**config.mk**
```make
export PLATFORM = sky130hd
export DESIGN_NAME = qhd_queue
export DESIGN_NICKNAME = d
export VERILOG_FILES = /design/src/sv/qhd_pkg.sv /design/src/sv/qhd_queue.sv
export SDC_FILE = /design/constraint.sdc
export NUM_CORES = 1
export LEC_CHECK = 0
export BUFFER_PORTS_ARGS = -buffer_cell sky130_fd_sc_hd__buf_2
export CORE_MARGIN = 1.5
export CORE_UTILIZATION = 47
export CTS_CLUSTER_DIAMETER = 60
export DETAILED_ROUTE_END_ITERATION = 16
export HOLD_SLACK_MARGIN = 0.06
export PLACE_DENSITY = 0.81
export SYNTH_ARGS = -nofsm -noshare
export SYNTH_HDL_FRONTEND = slang
export SYNTH_SLANG_ARGS = --single-unit
```
**constraint.sdc**
```tcl
create_clock -name clk -period 5.75 [get_ports clk]
set_input_delay 0.575 -clock clk [delete_from_list [all_inputs] [get_ports clk]]
set_output_delay 0.575 -clock clk [all_outputs]
set_load 0.02 [all_outputs]
```
**src/sv/qhd_pkg.sv**
```systemverilog
// shared types, constants and the cordic angle table of the quaternion heading decoder
package qhd_pkg;

  localparam int VEC_W      = 34;
  localparam int CW         = 36;
  localparam int ZW         = 34;
  localparam int ZFRAC      = 24;
  localparam int ACC_N_W    = 23;
  localparam int ACC_PROD_W = 47;
  localparam int RECIP_SH   = 29;
  localparam int ACC_W      = 18;
  localparam int ACC_DIV    = 50;
  localparam logic [23:0] RECIP = 24'd10737419;
  localparam logic [30:0] DEG90 = 31'd90 << ZFRAC;

  typedef logic signed [VEC_W-1:0] vec_t;

  typedef struct packed {
    logic                  ok;
    vec_t                  az_x;
    vec_t                  az_y;
    vec_t                  el_x;
    vec_t                  el_y;
    logic [ACC_N_W-1:0]    acc_n;
    logic                  acc_neg;
    logic [ACC_PROD_W-1:0] acc_prod;
  } qhd_item_t;

  // atan(2^-n) in degrees, q24
  function automatic logic [29:0] atan_deg(input int n);
    logic [29:0] v;
    case (n)
      0: v = 30'd754974720;
      1: v = 30'd445687602;
      2: v = 30'd235489088;
      3: v = 30'd119537938;
      4: v = 30'd60000934;
      5: v = 30'd30029717;
      6: v = 30'd15018523;
      7: v = 30'd7509720;
      8: v = 30'd3754917;
      9: v = 30'd1877466;
      10: v = 30'd938734;
      11: v = 30'd469367;
      12: v = 30'd234684;
      13: v = 30'd117342;
      14: v = 30'd58671;
      15: v = 30'd29335;
      16: v = 30'd14668;
      17: v = 30'd7334;
      18: v = 30'd3667;
      19: v = 30'd1833;
      20: v = 30'd917;
      21: v = 30'd458;
      22: v = 30'd229;
      23: v = 30'd115;
      default: v = '0;
    endcase
    return v;
  endfunction

endpackage

```
**src/sv/qhd_queue.sv**
```systemverilog
// two-entry request queue between front and back
module qhd_queue import qhd_pkg::*; (
  input  logic      clk,
  input  logic      rst,
  input  logic      push,
  input  qhd_item_t push_item,
  output logic      full,
  output logic      pop_valid,
  output qhd_item_t pop_item
);

  qhd_item_t  mem [2];
  logic       wptr;
  logic       rptr;
  logic [1:0] count;
  logic       do_push;

  assign full      = (count == 2'd2);
  assign pop_valid = (count != 2'd0);
  assign pop_item  = mem[rptr];
  assign do_push   = push && !full;

  always_ff @(posedge clk) begin
    if (rst) begin
      wptr  <= 1'b0;
      rptr  <= 1'b0;
      count <= 2'd0;
    end else begin
      if (do_push) begin
        wptr <= !wptr;
      end
      if (pop_valid) begin
        rptr <= !rptr;
      end
      count <= count + 2'(do_push) - 2'(pop_valid);
    end
    if (do_push) begin
      mem[wptr] <= push_item;
    end
  end

endmodule

```
# After elaboration in Yosys (flattened, before gate mapping)
# Memory sizes are Yosys's and may differ from the RTL's. A register that Yosys moved wholly into a read port is not among the register bits.
# Cells that the tools add are included.
op_classes:
  add_sub_neg: 2
  muxes: 4
  eq_ne: 1
  n_reduce_logical: 5
op_table:
  columns: ["op", "count"]
  rows:
  - ["$mux W1", 4]
  - ["$logic_not A1 Y1", 3]
  - ["$add A2 B1 Y2", 1]
  - ["$eq A2 B2 Y1 const B", 1]
  - ["$reduce_bool A2 Y1", 1]
  - ["$sub A2 B1 Y2", 1]
  - ["$logic_and A1 B1 Y1", 1]
word_totals:
  ramBits: 416
  ff_bits: 4
  word_cells: 16
  out_inout_bits: 210
  mem_count: 1
  inputBits: 211
mem_list:
  columns: ["memory", "depth", "word_bits", "read_ports", "rd_ports_with_merged_regs", "write_ports", "line_no", "rtl"]
  rows:
  - ["mem", 2, 208, 1, 1, 1, "qhd_queue.sv:12", "qhd_item_t mem [2];"]

# Logic depth before layout (Yosys ltp)
depth:
  word_depth: 5
  ltp_mapped: 4
  mapped_depth_nobuf: 4

# Worst setup path after synthesis
# OpenSTA, ideal clock, no wires.
synth_timing:
  path_kind: "input port to flip-flop"
  startpoint: "in push"
  endpoint: "mem mem[1][0] (netlist name), enable pin"
  slack_ps: -220
  t_required_ps: 5155
  arrival_ps: 5374
  n_path_buf: 0
  cell_stages: 1
  cell_sequence: "and3_1"
synth_between:
  elab_chain_cells: 3
synth_lines:
  columns: ["element", "line_no", "rtl"]
  rows:
  - ["start: declaration", "qhd_queue.sv:5", "input logic push,"]
  - ["$logic_and A1 B1 Y1", "qhd_queue.sv:21", "assign do_push = push && !full;"]
  - ["$mux W1", "qhd_queue.sv:37", "if (do_push) begin"]
  - ["$mux W1 (not written as such)", "qhd_queue.sv:38", "mem[wptr] <= push_item;"]
  - ["end: declaration", "qhd_queue.sv:12", null]
# Every way passes these cells.

==> run metrics <==
status=finished clean; gr ovfl total=0; worst skew pair latency=0.53 ns; RSZ-0062 raised after global routing=no; period utilisation layout=55.73%; Detail Placement HPWL=19.65 mm; initial antenna violation count=7; Cell Rows=66; CP endpoint kind=output port; ys async rst share=0%; vias in the first global route=7880; max_slew headroom=38.53%; TritonCTS buffer count=42; drt total wl=30.02 mm; Final setup violation count=0; Leakage=7.462 nW; Synth Area in Compound Gates=0.09626%; GP Congestion=0.7401; Post-CTS Setup Inserts=0; DR vias=7778; Avg Vias per Cell=4.886; WL/cell=18.86 microns; Chip Width=185.2 microns; Reg clk slew, reported paths=0.06 ns; Final min period=3.204 ns; EDFF count, synth=416; Die ar.=34290 sq um; reg2reg setup slack=3.16 ns; area leader, netlist=edfxtp_1; sequential-to-total area share from yosys stat=80.73%; placed insts=1512; most frequent cell after synthesis=edfxtp_1; Synth Area in Simple Gates=0.2567%; dpl ws=2.963 ns; Least-Margin Pin Slew=0.9221 ns; cts hold-fix bufs=0; main combinational cell family by area after synthesis=multiplexers; Routed Antenna Nets=0; Post-Synth XOR/XNOR Area=0.05615%; Peak Freq=312.1 MHz; multiplexer area fraction after synthesis=17.45%; Placed Area=18140 sq um; total power=7.034 mW; Final Util=59.74%; Mapped Cells=667; Synth area leaders=edfxtp_1 80%, mux2_4 9.7%, mux2_2 7.7%, buf_6 1.1%, dfxtp_1 0.64%; DR DRC count=0; final std cells w/o fill=1592; Slew Limit Fails=0; worst clock skew=0.01938 ns; Finished Cell Area=19490 sq um; critical path required time=5.18 ns; Worst path slowest cell=dfxtp_4; # IOs=421; # H-tree levels=2; slowest cell delay on critical path=0.79 ns; count of cell types in the netlist=16; critical-path maximum fanout=107; layout cells sized above 1=60.73%; Starting Density=47.82%; area share of fa/ha/maj cells after synthesis=0%; clk root buf=clkbuf_16; min-delay worst type=primary input to flip-flop; Peak supply drop=371.5 uV; post_cts resized=0; final worst slack=2.546 ns; pwr/cell area=361.0 nW/um^2; top_reg_cell synth=edfxtp_1; setup TNS=0 ns; Worst setup SP type=flip-flop; clock sink total=421; commonest cells in the synthesized netlist=416 x edfxtp_1, 107 x mux2_2, 101 x mux2_4; Synth top area share=80.09%; CTS Buffer Depth=3; Synth warnings=0; Setup CP Type=flip-flop to output port; die height=185.2 microns; first-pass GRT wire length=43.46 mm; Mapped Nets=878; Final Hold Fails=0; core box area=32620 sq um; crit-path leading delay family=flip-flops; Bufs and invs on worst path=2; Pre-antenna DRT Iters=4; Post-Syn Area per Cell=23.38 sq um; Buffers on Ports=420; Layout area overhead=24.94%; largest net degree at the start of global routing=124; worst hold slack=0.2310 ns; register bit total from synthesis=421; GR Util All Layers=16.87%; critical path arrival=2.63 ns; Post-Syn Area=15600 sq um; Max-Cap Viols=0; CTS tree=built; Layout Nets=1325; critical path, cell by cell=buf_12, mux2_2, buf_2; initial DRC count=412
-- path summary, 6_finish.rpt --
check / from / end / cells after the start
worst min register to register: count[1] / count[1] / 2
worst max-delay path: flip-flop / pop_item[206] / 3
worst min-delay path: push_item[82] / mem[1][82] / 1
worst max register to register: count[0] / mem[0][146] / 5
-- registers in the layout, summed over array words and instances (netlist names), named ones only --
| register | count |
|---|---|
| wptr | 1 |
| rptr | 1 |
| count | 2 |
| mem | 416 |
-- metal layers --
metal,up-vias,global-route usage [%],share of wire [%]
met5,-,0,0.12
met4,6,5.659,2.2
met3,47,6.665,10
met2,336,28.75,50
met1,3810,19.40,38
li1,3579,-,-
-- kinds of logic after synthesis --
logic type | count (synthesis)
AO/OA/AOI/OAI | 3
XOR/XNOR | 1
buffers and inverters | 26
flip-flops | 421
multiplexers | 208
AND/OR/NAND/NOR | 8
-- cell usage in the layout, fill, tap and decap left out, types with 4 or more instances in the layout --
master and count:
buf_2 420, edfxtp_1 416, mux2_2 107, mux2_4 101
clkbuf_16 43, clkinv_1 10, clkbuf_1 8, clkinv_2 6
diode_2 4, bufinv_16 4, dfxtp_1 4
-- cell type report --
| type | instances | area, sq um |
|---|---|---|
| well taps | 442 | 553.0 |
| clock inverters | 25 | 229.0 |
| clock buffers | 51 | 1106 |
| repair buffers | 426 | 2185 |
| inverters | 3 | 18.77 |
| multi-input cells | 220 | 2790 |
| fillers | 2368 | 13130 |
| flip-flops and latches | 421 | 12600 |
| diodes | 4 | 10.01 |
-- power breakdown --
part           total, mW  switching [mW]  internal (mW)
combinational      0.802           0.461          0.341
sequential          3.60          0.0469           3.55
clock               2.63            1.08           1.55
total               7.03            1.59           5.45
No activity file was read; power rests on OpenSTA's default activity.
